==> src/hw/rtl/vdu_pkg.sv <==
// shared types, constants and helpers for the video dump unpacker
`timescale 1ns / 1ps
`default_nettype none

package vdu_pkg;

	// gearbox geometry
	localparam int WORD_BYTES  = 8;
	localparam int HOLD_MAX    = 4;
	localparam int MAX_PIX     = 4;
	localparam int BUF_BYTES   = HOLD_MAX + WORD_BYTES;
	localparam int BUF_W       = BUF_BYTES * 8;
	localparam int TOTAL_W     = $clog2(BUF_BYTES + 1);
	localparam int HOLD_CNT_W  = $clog2(HOLD_MAX + 1);
	localparam int NPIX_W      = $clog2(MAX_PIX + 1);
	localparam int PIX_IDX_W   = $clog2(MAX_PIX);
	localparam int QUEUE_DEPTH = 2;

	// configuration port
	localparam int CFG_IDX_W  = 2;
	localparam int CFG_DATA_W = 2;
	localparam logic [CFG_IDX_W-1:0] REG_COLOR_SPACE  = 2'd0;
	localparam logic [CFG_IDX_W-1:0] REG_TEN_BIT      = 2'd1;
	localparam logic [CFG_IDX_W-1:0] REG_BYTE_REVERSE = 2'd2;

	// bt.709 coefficients in q12
	localparam logic signed [23:0] K_Y  = 24'sd4768;
	localparam logic signed [23:0] K_VR = 24'sd7344;
	localparam logic signed [23:0] K_VG = 24'sd2187;
	localparam logic signed [23:0] K_UG = 24'sd872;
	localparam logic signed [23:0] K_UB = 24'sd8663;

	typedef enum logic [1:0] {
		MODE_RGB    = 2'd0,
		MODE_YUV422 = 2'd1,
		MODE_YUV444 = 2'd2
	} mode_t;

	typedef struct packed {
		mode_t mode;
		logic  ten_bit;
		logic  byte_reverse;
	} cfg_t;

	typedef struct packed {
		logic [63:0] data_word;
		logic        last_word;
	} word_t;

	typedef struct packed {
		logic [7:0] red;
		logic [7:0] green;
		logic [7:0] blue;
		logic       last_pixel;
	} pixel_t;

	// one word worth of gearbox bytes, ready for conversion
	typedef struct packed {
		logic [BUF_W-1:0]  bytes;
		logic [NPIX_W-1:0] npix;
		logic              last;
	} entry_t;

	// bytes taken by one pixel group
	function automatic logic [2:0] group_bytes(input cfg_t c);
		logic [2:0] g;
		if (c.mode == MODE_YUV422) begin
			g = c.ten_bit ? 3'd5 : 3'd4;
		end else begin
			g = c.ten_bit ? 3'd4 : 3'd3;
		end
		return g;
	endfunction

endpackage

`default_nettype wire

==> src/hw/rtl/vdu_front.sv <==
// front end: byte gearbox, group count and hand-off into the queue
`timescale 1ns / 1ps
`default_nettype none

module vdu_front (
	input  logic            clk,
	input  logic            arst_n,
	input  vdu_pkg::cfg_t   cfg,
	input  logic            cfg_clear,
	input  logic            word_valid,
	output logic            word_ready,
	input  vdu_pkg::word_t  word,
	input  logic            q_full,
	output logic            q_push,
	output vdu_pkg::entry_t q_data
);
	import vdu_pkg::*;

	logic [31:0]            held_q;
	logic [HOLD_CNT_W-1:0]  held_cnt_q;
	logic [BUF_W-1:0]       gbuf;
	logic [TOTAL_W-1:0]     total;
	logic [2:0]             grp;
	logic [NPIX_W-1:0]      max_groups;
	logic [NPIX_W-1:0]      groups;
	logic [NPIX_W-1:0]      npix;
	logic [TOTAL_W-1:0]     pos;
	logic [TOTAL_W-1:0]     left;
	logic [BUF_W-1:0]       rest;
	logic [HOLD_CNT_W-1:0]  held_next;
	logic                   accept;

	// leftover bytes first, then the bytes of the new word
	always_comb begin
		int src;
		logic [7:0] wbyte;
		gbuf = '0;
		for (int j = 0; j < HOLD_MAX; j++) begin
			if (j < int'(held_cnt_q)) begin
				gbuf[8*j +: 8] = held_q[8*j +: 8];
			end
		end
		for (int w = 0; w < WORD_BYTES; w++) begin
			src = cfg.byte_reverse ? (WORD_BYTES - 1 - w) : w;
			wbyte = '0;
			if (src < 8) begin
				wbyte = word.data_word[8*src +: 8];
			end
			gbuf[8*(int'(held_cnt_q) + w) +: 8] = wbyte;
		end
	end

	// how many whole groups fit, capped by the pixel limit
	always_comb begin
		total      = TOTAL_W'(held_cnt_q) + TOTAL_W'(WORD_BYTES);
		grp        = group_bytes(cfg);
		max_groups = (cfg.mode == MODE_YUV422) ? NPIX_W'(MAX_PIX / 2) : NPIX_W'(MAX_PIX);
		groups     = '0;
		pos        = '0;
		for (int j = 1; j <= MAX_PIX; j++) begin
			if (j <= int'(max_groups) && j * int'(grp) <= int'(total)) begin
				groups = NPIX_W'(j);
				pos    = TOTAL_W'(j * int'(grp));
			end
		end
		npix      = (cfg.mode == MODE_YUV422) ? (groups << 1) : groups;
		left      = total - pos;
		rest      = gbuf >> (8 * pos);
		held_next = (left > TOTAL_W'(HOLD_MAX)) ? HOLD_CNT_W'(HOLD_MAX) : HOLD_CNT_W'(left);
	end

	// handshake and queue hand-off
	assign word_ready  = !q_full;
	assign accept      = word_valid && word_ready;
	assign q_push      = accept && (groups != '0);
	assign q_data.bytes = gbuf;
	assign q_data.npix  = npix;
	assign q_data.last  = word.last_word;

	// gearbox state
	always_ff @(posedge clk or negedge arst_n) begin
		if (!arst_n) begin
			held_q     <= '0;
			held_cnt_q <= '0;
		end else if (cfg_clear) begin
			held_cnt_q <= '0;
		end else if (accept) begin
			held_q     <= rest[31:0];
			held_cnt_q <= word.last_word ? '0 : held_next;
		end
	end

endmodule

`default_nettype wire

==> src/hw/rtl/vdu_queue.sv <==
// short queue of gearbox entries between front and back
`timescale 1ns / 1ps
`default_nettype none

module vdu_queue (
	input  logic            clk,
	input  logic            arst_n,
	input  logic            push,
	input  vdu_pkg::entry_t push_data,
	input  logic            pop,
	output vdu_pkg::entry_t head,
	output logic            full,
	output logic            empty
);
	import vdu_pkg::*;

	localparam int QPTR_W = (QUEUE_DEPTH > 1) ? $clog2(QUEUE_DEPTH) : 1;
	localparam int QCNT_W = $clog2(QUEUE_DEPTH + 1);

	entry_t              slots_q [QUEUE_DEPTH];
	logic [QPTR_W-1:0]   wr_ptr_q;
	logic [QPTR_W-1:0]   rd_ptr_q;
	logic [QCNT_W-1:0]   count_q;

	assign full  = (count_q == QCNT_W'(QUEUE_DEPTH));
	assign empty = (count_q == '0);
	assign head  = slots_q[rd_ptr_q];

	// storage
	always_ff @(posedge clk) begin
		if (push) begin
			slots_q[wr_ptr_q] <= push_data;
		end
	end

	// pointers and fill level
	always_ff @(posedge clk or negedge arst_n) begin
		if (!arst_n) begin
			wr_ptr_q <= '0;
			rd_ptr_q <= '0;
			count_q  <= '0;
		end else begin
			if (push) begin
				wr_ptr_q <= (wr_ptr_q == QPTR_W'(QUEUE_DEPTH - 1)) ? '0 : wr_ptr_q + 1'b1;
			end
			if (pop) begin
				rd_ptr_q <= (rd_ptr_q == QPTR_W'(QUEUE_DEPTH - 1)) ? '0 : rd_ptr_q + 1'b1;
			end
			if (push && !pop) begin
				count_q <= count_q + 1'b1;
			end else if (pop && !push) begin
				count_q <= count_q - 1'b1;
			end
		end
	end

endmodule

`default_nettype wire

==> src/hw/rtl/vdu_back.sv <==
// back end: pixel sequencer, sample unpack and bt.709 conversion pipeline
`timescale 1ns / 1ps
`default_nettype none

module vdu_back (
	input  logic            clk,
	input  logic            arst_n,
	input  vdu_pkg::cfg_t   cfg,
	input  logic            q_empty,
	input  vdu_pkg::entry_t q_head,
	output logic            q_pop,
	output logic            pixel_valid,
	input  logic            pixel_ready,
	output vdu_pkg::pixel_t pixel
);
	import vdu_pkg::*;

	localparam int BASE_W = $clog2((MAX_PIX - 1) * 5 + 1);

	logic [PIX_IDX_W-1:0] px_q;
	logic                 adv;
	logic                 issue;
	logic                 final_px;
	logic [PIX_IDX_W-1:0] grp_idx;
	logic                 sub;
	logic [BASE_W-1:0]    base;
	logic [BUF_W+39:0]    win;
	logic [4:0][7:0]      gb;
	logic [7:0]           a;
	logic [7:0]           b;
	logic [7:0]           c;

	logic                 valid_s1;
	logic [7:0]           a_s1;
	logic [7:0]           b_s1;
	logic [7:0]           c_s1;
	logic                 yuv_s1;
	logic                 last_s1;

	logic signed [8:0]    y_off;
	logic signed [8:0]    u_off;
	logic signed [8:0]    v_off;

	logic                 valid_s2;
	logic [7:0]           a_s2;
	logic [7:0]           b_s2;
	logic [7:0]           c_s2;
	logic                 yuv_s2;
	logic                 last_s2;
	logic signed [23:0]   py_s2;
	logic signed [23:0]   pvr_s2;
	logic signed [23:0]   pvg_s2;
	logic signed [23:0]   pug_s2;
	logic signed [23:0]   pub_s2;

	logic signed [23:0]   sum_r;
	logic signed [23:0]   sum_g;
	logic signed [23:0]   sum_b;
	logic                 out_valid_q;
	pixel_t               pixel_q;

	// floor of q12 value, clamped to 0..255
	function automatic logic [7:0] sat8(input logic signed [23:0] s);
		logic [7:0] r;
		if (s < 0) begin
			r = 8'd0;
		end else if (s[22:20] != 3'd0) begin
			r = 8'd255;
		end else begin
			r = s[19:12];
		end
		return r;
	endfunction

	// whole pipeline moves unless the output beat is stuck
	assign adv      = !out_valid_q || pixel_ready;
	assign issue    = adv && !q_empty;
	assign final_px = ({1'b0, px_q} + 1'b1) == q_head.npix;
	assign q_pop    = issue && final_px;

	// pixel counter within the head entry
	always_ff @(posedge clk or negedge arst_n) begin
		if (!arst_n) begin
			px_q <= '0;
		end else if (issue) begin
			px_q <= final_px ? '0 : px_q + 1'b1;
		end
	end

	// locate the group for this pixel
	always_comb begin
		if (cfg.mode == MODE_YUV422) begin
			grp_idx = px_q >> 1;
			sub     = px_q[0];
		end else begin
			grp_idx = px_q;
			sub     = 1'b0;
		end
		base = BASE_W'(grp_idx) * BASE_W'(group_bytes(cfg));
		win  = {40'b0, q_head.bytes} >> (8 * base);
		gb   = win[39:0];
	end

	// unpack samples: a/b/c are r/g/b or y/u/v
	always_comb begin
		unique case (cfg.mode)
			MODE_YUV422: begin
				if (cfg.ten_bit) begin
					a = sub ? {gb[2][3:0], gb[3][7:4]} : gb[0];
					b = {gb[1][5:0], gb[2][7:6]};
					c = {gb[3][1:0], gb[4][7:2]};
				end else begin
					a = sub ? gb[2] : gb[0];
					b = gb[1];
					c = gb[3];
				end
			end
			default: begin
				if (cfg.ten_bit) begin
					a = {gb[0][5:0], gb[1][7:6]};
					b = {gb[1][3:0], gb[2][7:4]};
					c = {gb[2][1:0], gb[3][7:2]};
				end else begin
					a = gb[0];
					b = gb[1];
					c = gb[2];
				end
			end
		endcase
	end

	// stage 1: selected samples
	always_ff @(posedge clk or negedge arst_n) begin
		if (!arst_n) begin
			valid_s1 <= 1'b0;
		end else if (adv) begin
			valid_s1 <= issue;
		end
	end

	always_ff @(posedge clk) begin
		if (adv) begin
			a_s1    <= a;
			b_s1    <= b;
			c_s1    <= c;
			yuv_s1  <= (cfg.mode == MODE_YUV422) || (cfg.mode == MODE_YUV444);
			last_s1 <= q_head.last && final_px;
		end
	end

	// stage 2: coefficient products
	always_comb begin
		y_off = $signed({1'b0, a_s1}) - 9'sd16;
		u_off = $signed({1'b0, b_s1}) - 9'sd128;
		v_off = $signed({1'b0, c_s1}) - 9'sd128;
	end

	always_ff @(posedge clk or negedge arst_n) begin
		if (!arst_n) begin
			valid_s2 <= 1'b0;
		end else if (adv) begin
			valid_s2 <= valid_s1;
		end
	end

	always_ff @(posedge clk) begin
		if (adv) begin
			a_s2    <= a_s1;
			b_s2    <= b_s1;
			c_s2    <= c_s1;
			yuv_s2  <= yuv_s1;
			last_s2 <= last_s1;
			py_s2   <= 24'(y_off) * K_Y;
			pvr_s2  <= 24'(v_off) * K_VR;
			pvg_s2  <= 24'(v_off) * K_VG;
			pug_s2  <= 24'(u_off) * K_UG;
			pub_s2  <= 24'(u_off) * K_UB;
		end
	end

	// sums and clamp into the output register
	always_comb begin
		sum_r = py_s2 + pvr_s2;
		sum_g = py_s2 - pvg_s2 - pug_s2;
		sum_b = py_s2 + pub_s2;
	end

	always_ff @(posedge clk or negedge arst_n) begin
		if (!arst_n) begin
			out_valid_q <= 1'b0;
		end else if (adv) begin
			out_valid_q <= valid_s2;
		end
	end

	always_ff @(posedge clk) begin
		if (adv) begin
			pixel_q.red        <= yuv_s2 ? sat8(sum_r) : a_s2;
			pixel_q.green      <= yuv_s2 ? sat8(sum_g) : b_s2;
			pixel_q.blue       <= yuv_s2 ? sat8(sum_b) : c_s2;
			pixel_q.last_pixel <= last_s2;
		end
	end

	assign pixel_valid = out_valid_q;
	assign pixel       = pixel_q;

endmodule

`default_nettype wire

==> src/hw/rtl/video_dump_unpack_to_rgb.sv <==
// top level: configuration registers, front gearbox, queue and pixel back end
//
// Input beats on word (valid/ready) carry one 64-bit dump word, first byte in
// bits 7:0, and a last_word flag. Output beats on pixel (valid/ready) carry one
// 8-bit rgb pixel; last_pixel marks the final pixel of a frame's last word.
// Configuration goes through cfg_we/cfg_index/cfg_data: 0 colour space, 1 ten
// bit, 2 byte reverse; each write to one of these empties the byte gearbox.
// Path: a word's entry is written into the queue, then each pixel passes the
// stage 1, stage 2 and output registers. Throughput: one pixel per cycle
// through the single conversion pipeline while the pixel receiver takes
// them; a pushed word yields one to four pixels, and words that complete no
// pixel group are not pushed into the queue. The front takes a word in every
// cycle that the two-entry queue has room.
// Reset: registers return to rgb eight-bit, no reversal; gearbox and queue
// are empty.
// When the pixel receiver stalls, the conversion pipeline freezes; the front
// keeps accepting words until the queue is full, then drops word_ready.
`timescale 1ns / 1ps
`default_nettype none

module video_dump_unpack_to_rgb (
	input  logic                                clk,
	input  logic                                arst_n,
	input  logic                                cfg_we,
	input  logic [vdu_pkg::CFG_IDX_W-1:0]       cfg_index,
	input  logic [vdu_pkg::CFG_DATA_W-1:0]      cfg_data,
	input  logic                                word_valid,
	output logic                                word_ready,
	input  vdu_pkg::word_t                      word,
	output logic                                pixel_valid,
	input  logic                                pixel_ready,
	output vdu_pkg::pixel_t                     pixel
);
	import vdu_pkg::*;

	cfg_t   cfg_q;
	logic   cfg_clear;
	logic   q_push;
	logic   q_pop;
	logic   q_full;
	logic   q_empty;
	entry_t q_data;
	entry_t q_head;

	// configuration registers
	assign cfg_clear = cfg_we && ((cfg_index == REG_COLOR_SPACE) ||
		(cfg_index == REG_TEN_BIT) || (cfg_index == REG_BYTE_REVERSE));

	always_ff @(posedge clk or negedge arst_n) begin
		if (!arst_n) begin
			cfg_q.mode         <= MODE_RGB;
			cfg_q.ten_bit      <= 1'b0;
			cfg_q.byte_reverse <= 1'b0;
		end else if (cfg_we) begin
			unique case (cfg_index)
				REG_COLOR_SPACE: begin
					unique case (cfg_data)
						MODE_YUV422: cfg_q.mode <= MODE_YUV422;
						MODE_YUV444: cfg_q.mode <= MODE_YUV444;
						default:     cfg_q.mode <= MODE_RGB;
					endcase
				end
				REG_TEN_BIT:      cfg_q.ten_bit      <= cfg_data[0];
				REG_BYTE_REVERSE: cfg_q.byte_reverse <= cfg_data[0];
				default: begin
				end
			endcase
		end
	end

	// front: gearbox
	vdu_front u_front (
		.clk        (clk),
		.arst_n     (arst_n),
		.cfg        (cfg_q),
		.cfg_clear  (cfg_clear),
		.word_valid (word_valid),
		.word_ready (word_ready),
		.word       (word),
		.q_full     (q_full),
		.q_push     (q_push),
		.q_data     (q_data)
	);

	// queue between front and back
	vdu_queue u_queue (
		.clk       (clk),
		.arst_n    (arst_n),
		.push      (q_push),
		.push_data (q_data),
		.pop       (q_pop),
		.head      (q_head),
		.full      (q_full),
		.empty     (q_empty)
	);

	// back: conversion pipeline
	vdu_back u_back (
		.clk         (clk),
		.arst_n      (arst_n),
		.cfg         (cfg_q),
		.q_empty     (q_empty),
		.q_head      (q_head),
		.q_pop       (q_pop),
		.pixel_valid (pixel_valid),
		.pixel_ready (pixel_ready),
		.pixel       (pixel)
	);

	// queue is never overrun
	assert property (@(posedge clk) disable iff (!arst_n) !(q_push && q_full))
		else $error("queue push while full");

	// back end never takes from an empty queue
	assert property (@(posedge clk) disable iff (!arst_n) q_pop |-> !q_empty)
		else $error("queue pop while empty");

	// a pushed entry is visible at the next edge
	assert property (@(posedge clk) disable iff (!arst_n) q_push |=> !q_empty)
		else $error("queue empty after push");

endmodule

`default_nettype wire
==> config.mk <==
export PLATFORM = sky130hd
export DESIGN_NAME = video_dump_unpack_to_rgb
export DESIGN_NICKNAME = d
export VERILOG_FILES = /design/src/hw/rtl/vdu_pkg.sv /design/src/hw/rtl/vdu_front.sv /design/src/hw/rtl/vdu_queue.sv /design/src/hw/rtl/vdu_back.sv /design/src/hw/rtl/video_dump_unpack_to_rgb.sv
export SDC_FILE = /design/constraint.sdc
export NUM_CORES = 1
export LEC_CHECK = 0
export BUFFER_PORTS_ARGS = -buffer_cell sky130_fd_sc_hd__buf_4
export CAP_MARGIN = 20
export CORE_ASPECT_RATIO = 1.1
export CORE_MARGIN = 3
export CORE_UTILIZATION = 30
export CTS_CLUSTER_SIZE = 40
export DETAILED_ROUTE_END_ITERATION = 7
export PLACE_DENSITY = 0.48
export SLEW_MARGIN = 20
export SYNTH_ARGS = -nofsm -noshare
export SYNTH_HDL_FRONTEND = slang
export SYNTH_SLANG_ARGS = --single-unit
==> constraint.sdc <==
create_clock -name clk -period 6.5 [get_ports clk]
set_clock_uncertainty 0.1 [all_clocks]
set_input_delay 0.975 -clock clk [delete_from_list [all_inputs] [get_ports clk]]
set_output_delay 0.975 -clock clk [all_outputs]
set_load 0.05 [all_outputs]
# After elaboration in Yosys (flattened, before gate mapping)

Memories as Yosys holds them, arrays and structs flattened.
Cells that the tools add are included.

Bits in registers: 233
Bits in writable memories: 200
Input bits: 74
Output and inout port bits: 27
Word-level logic and storage cells: 236
Memories: 1

Add/sub/neg operators: 30
$mul: 7
Magnitude comparators: 24
Equality and inequality tests: 8
Shifts and indexed selects: 26
Multiplexer cells: 75
Bitwise operators: 1
Reduce and logical (&&, ||, !) cells: 33

Memories:

| memory          | words | width | rd ports | clocked after Yosys merged registers in | write ports | line            | text |
|---|---|---|---|---|---|---|---|
| u_queue.slots_q | 2     | 100   | 1        | 0                                       | 1           | vdu_queue.sv:20 | `entry_t slots_q [QUEUE_DEPTH];` |

Operators with widths:

| kind                                                                     | count |
|---|---|
| 96-bit bitwise mux                                                       | 8 |
| 8-bit by 33-bit variable shift with 96-bit output (first input constant) | 8 |
| 8-bit by 33-bit indexed part select with 96-bit output                   | 8 |
| 64-bit by 32-bit indexed part select with 8-bit output                   | 8 |
| 32-bit by 5-bit < comparator with 1-bit output (second input constant)   | 8 |
| 8-bit 2-to-1 mux                                                         | 32 |
| 32-bit negation with 33-bit output                                       | 7 |
| 96-bit by 7-bit >> shifter with 32-bit output                            | 1 |
| 96-bit by 7-bit >> shifter with 40-bit output                            | 1 |
| 24-bit by 1-bit < comparator with 1-bit output (second input constant)   | 3 |
| 3-bit 2-to-1 mux                                                         | 18 |
| 24-bit adder                                                             | 2 |
| 24-bit subtractor                                                        | 2 |
| 6-bit negation with 33-bit output                                        | 1 |
| 32-bit by 5-bit <= comparator with 1-bit output                          | 1 |
| 9-bit by 15-bit multiplier with 24-bit output (second input constant)    | 1 |
| 9-bit by 13-bit multiplier with 22-bit output (second input constant)    | 1 |
| 9-bit by 10-bit multiplier with 19-bit output (second input constant)    | 1 |
| 9-bit by 9-bit multiplier with 18-bit output (second input constant)     | 1 |
| 8-bit by 8-bit subtractor with 9-bit output (second input constant)      | 2 |
| 9-bit by 8-bit multiplier with 17-bit output (second input constant)     | 1 |
| 3-bit by 3-bit adder with 4-bit output (second input constant)           | 4 |
| 1-bit logical AND                                                        | 12 |
| 2-bit 2-to-1 mux                                                         | 6 |
| other kinds (33)                                                         | 67 |

# Depth between registers and ports, before layout

Word-level depth: 14
Mapped depth: 23
Mapped depth without buffers: 22

# Hierarchy

A second synthesis with hierarchy kept.

Cells, all modules: 4658
Area total of the unflattened synthesis: 43638.1 um^2

By module, submodules not included:

| module                   | instances | cells each | area an instance (um^2) | seq. area each (um^2) |
|---|---|---|---|---|
| vdu_back                 | 1         | 1897       | 19591.3                 | 4959.8 |
| vdu_front                | 1         | 2420       | 16001.6                 | 875.8 |
| vdu_queue                | 1         | 327        | 7852.5                  | 6105.9 |
| video_dump_unpack_to_rgb | 1         | 14         | 192.7                   | 100.1 |

# Worst setup path after synthesis

Ideal clock, no wire load.

Kind: input to register
From: in pixel_ready
To: reg u_queue.count_q[1]
Library setup time: 0.079 ns
Data arrival time: 7.220 ns
Data required time: 6.321 ns
Slack: -0.899 ns
Stages: 7
Buffers on the path: 0
Cell sequence: nand2b_1 o21ai_0 or2_2 ha_1 xor2_1 nor2_1 xor2_1

Longest elaborated chain between the ends: 6
Elaborated cells on any way between the ends: 8
Those cells by class: 1 x mux; 7 x reduce/logical

RTL lines:

| element                                                       | line                           | text |
|---|---|---|
| from (decl)                                                   | video_dump_unpack_to_rgb.sv:31 | `input logic pixel_ready,` |
| 1-bit logical OR *                                            | vdu_back.sv:76                 | `assign adv = !out_valid_q \|\| pixel_ready;` |
| 1-bit logical AND *                                           | vdu_back.sv:77                 | `assign issue = adv && !q_empty;` |
| 1-bit logical AND *                                           | vdu_back.sv:79                 | `assign q_pop = issue && final_px;` |
| 1-bit logical NOT                                             | vdu_queue.sv:49                | `if (push && !pop) begin` |
| 1-bit logical AND                                             | vdu_queue.sv:49                |  |
| 2-bit 2-to-1 mux / 2-bit nonzero test (equally long branches) | n/a                            |  |
| to (signal assigned)                                          | vdu_queue.sv:50                | `count_q <= count_q + 1'b1;` |
| to (signal assigned)                                          | vdu_queue.sv:52                | `count_q <= count_q - 1'b1;` |
| to (decl)                                                     | vdu_queue.sv:23                | `logic [QCNT_W-1:0] count_q;` |

Mark *: on every way between the ends. The rest lies on a longest branch, timed or not.
A chain may end at the register's enable or synchronous reset.

# Worst setup path after layout

From: reg u_back.b_s1[2]
To: reg u_back.pub_s2[23], data pin

Longest elaborated chain between the ends: 2

RTL lines:

| element                                       | line            | text |
|---|---|---|
| from (decl)                                   | vdu_back.sv:35  | `logic [7:0] b_s1;` |
| from (signal assigned)                        | vdu_back.sv:144 | `b_s1 <= b;` |
| 8-bit by 8-bit subtractor with 9-bit output   | vdu_back.sv:154 | `u_off = $signed({1'b0, b_s1}) - 9'sd128;` |
| 9-bit by 15-bit multiplier with 24-bit output | vdu_back.sv:177 | `pub_s2 <= 24'(u_off) * K_UB;` |
| to (signal assigned)                          | vdu_back.sv:177 |  |
| to (decl)                                     | vdu_back.sv:54  | `logic signed [23:0] pub_s2;` |

Every way passes these cells.

==> flow_summary.toml <==
[critical_path]
cpMaxStageDelayCell = "fa_1"
r2r-start = "u_back.b_s1[2]"
max_stage_delay_ns = 0.59
critPathArrivalTime_ns = 6.12
reg2reg_slack_ns = 0.61
crit_chain = "fa_1 > fa_1 > fa_1 > fa_1 > inv_1 > fa_1 > inv_1 > ha_1 > o21ai_0 > a21boi_0 > o21ai_0 > a2111oi_0 > o21ai_0 > a21oi_1 > a2111oi_0 > o21bai_1 > xnor2_1"
rr_endpoint = "u_back.pub_s2[23]"
worst_setup_path_start_kind = "register"
worst-setup-path-type = "register to register"
worst-path-max-fanout = 8
worstPathRequired_ns = 6.73
reg2reg_depth = 17
crit_top_cell = "fa_1"
end_kind = "register"

[layout]
area_growth_pct = 14.0
nets = 4932
final.fill_count = 13688
layout-drive-gt1-share_pct = 16.7

[route]
vias_per_cell = 6.06
firstDrtPassIters = 6
remaining_drc_errors = 0
vias = 37672
wire_per_inst_um = 32.8
drtIter0Drc = 4341
antenna_left = 0
wl_mm = 204

[logic_synthesis]
yosysMostFrequentCell = "edfxtp_1"
synthTopCellsByArea = "edfxtp_1 27%, ha_1 11%, mux4_2 5.8%"
ys_types = 115
ys_ff_latch = 409
synth_edf_count = 361
async_flop_share_pct = 11.7
synth_top_area_share_pct = 26.8
synthCells = 4241
ys_top_cells_by_count = "361 x edfxtp_1, 355 x ha_1, 330 x nand2_1"
synth-main-ff-cell = "edfxtp_1"
syn-num-nets = 4775
netlist_area_mm2 = 0.0405
synth-seq-area-share_pct = 29.7
postSynthAreaPerCell_um2 = 9.55
synth_area_leader_cell = "edfxtp_1"
ys_warn_count = 0

[clock_network]
cts_buffer_depth = 3
cts_made_buffers = 46
cts_hold_buf = 0
clkLatencyLatePin_ns = 0.63
clockRootBuffer = "clkbuf_16"
clkSinkCount = 409
clk_pin_slew_worst_paths_ns = 0.07
cts_resized = 0
cts_tree = "built"
h-tree-depth = 2
cts_setup_buffers = 0

[run_status]
outcome = "completed"

[sta]
fin_setup_tns_ns = 0
slew_violations = 0
hold_viol = 0
worst_pin_slew_ns = 1.28
whs_ns = 0.291
rsz0062_at_grt = "false"
fmax_mhz = 170
timing.final.crit_share_pct = 90.7
finalCriticalPeriod_ns = 5.89
slew_headroom_pct = 13.0
setup_viol = 0

[global_route]
grt_pass1_wl_mm = 283
first_global_vias = 36784
grt_max_degree = 133
antenna_found_initial = 9
grt_util_all_layers_pct = 28.5
grt-ovfl-total = 0

[place]
portBuffers = 100
hpwl_mm = 159
gp_congestion = 1.07

[floorplanning]
die-area_mm2 = 0.139
core_mm2 = 0.133
fp.dieH_um = 391
start_util_pct = 30.4
die_w_um = 356
io_pins = 101
fp-row-count = 140

[job]
drv_cap = 0

[hold_path]
hp-class = "primary input to asynchronous set/reset pin"
-- metal layers --
metal  share of wire (%)  wire length (um)  up-vias  GRT usage [%]
met5               0.013                27        -              0
met4                 9.5             19400        4           21.3
met3                 9.1             18600      774           7.28
met2                  45             92600     2196           46.2
met1                  36             73300    18331           32.3
li1                    -                 -    16367              -
-- cells by family (layout without fill, tap and decap cells) --
group | after synthesis | after routing | share of synthesized area (%)
mux | 335 | 335 | 11.8
buf+inv | 572 | 766 | 5.71
simple gates | 1182 | 1182 | 14.2
compound gates | 1166 | 1166 | 19.6
flops | 409 | 409 | 29.7
xor+xnor | 117 | 117 | 2.76
other cells | 0 | 4 | 0
fa+ha+maj | 460 | 460 | 16.2
-- layout make-up --
class / count / area [um2] / area share (%)
multi-input cells: 3260 / 26400 / 57.1
flip-flops and latches: 409 / 12100 / 26.1
repair buffers: 351 / 2690 / 5.82
well taps: 1775 / 2220 / 4.81
inverters: 330 / 1240 / 2.69
clock buffers: 56 / 1220 / 2.64
clock inverters: 29 / 378 / 0.818
diodes: 4 / 10.0 / 0.0217
-- worst max path at each step --
stage | endpoint | from | cells past startpoint
floorplan | u_queue.slots_q[0][0] | word_valid | 2
detailed placement | u_back.pub_s2[23] | u_back.b_s1[1] | 17
global placement | u_back.pub_s2[23] | u_back.b_s1[0] | 17
CTS | u_back.pub_s2[23] | u_back.b_s1[1] | 17
global route | u_back.pub_s2[23] | u_back.b_s1[2] | 17
finish | u_back.pub_s2[23] | u_back.b_s1[2] | 17
-- sequential cells by signal, summed over array words and instances (netlist names), 2 cells and up --
name	cells
cfg_q	4
u_back.a_s1	8
u_back.a_s2	8
u_back.b_s1	8
u_back.b_s2	7
u_back.c_s1	8
u_back.c_s2	8
u_back.pixel	25
u_back.pub_s2	20
u_back.pug_s2	15
u_back.pvg_s2	21
u_back.pvr_s2	13
u_back.px_q	2
u_back.py_s2	16
u_front.held_cnt_q	3
u_front.held_q	32
u_queue.count_q	2
u_queue.slots_q	200
-- worst max-delay path: cells and delay by family, from the launching register on --
kind	cells	cell delay, ns
xor gates and xnor gates	1	0.14
AOI/OAI and AO/OA	8	1.84
DFF	1	0.55
adders and majority gates	6	2.86
buffers and inverters	2	0.10
-- per-stage QoR --
step / instances / worst slack [ns] / util [%] / cell area [um2]
2_1_floorplan: 4241 / 0.570 / - / 40500
3_3_place_gp: 6124 / 0.701 / 33.4 / 44500
3_5_place_dp: 6125 / 0.657 / 33.4 / 44500
4_1_cts: 6210 / 0.622 / 34.6 / 46100
5_1_grt: 6210 / 0.156 / 34.6 / 46200
6_report: 6214 / 0.605 / 34.6 / 46200
-- placed cells by master, fill, tap and decap left out, drive strengths merged, types with 33 or more instances in the layout --
cell | netlist | final
nand3 | 121 | 121
xnor2 | 74 | 74
buf | 117 | 351
a221oi | 54 | 54
nand2 | 331 | 331
clkbuf | 125 | 56
nand2b | 47 | 47
ha | 355 | 355
xor2 | 39 | 39
nor3 | 99 | 99
a31oi | 64 | 64
dfrtp | 48 | 48
mux2 | 97 | 97
nand4 | 33 | 33
a211oi | 56 | 56
inv | 328 | 331
o21ai | 218 | 218
o22ai | 68 | 68
o211ai | 56 | 56
and3 | 39 | 39
mux4 | 105 | 105
edfxtp | 361 | 361
a21oi | 256 | 256
a21o | 39 | 39
o221ai | 51 | 51
mux2i | 133 | 133
fa | 105 | 105
nor2 | 328 | 328
Power is not shown: default switching activity piles up to over one toggle a cycle in this logic, so the estimate is an artifact.
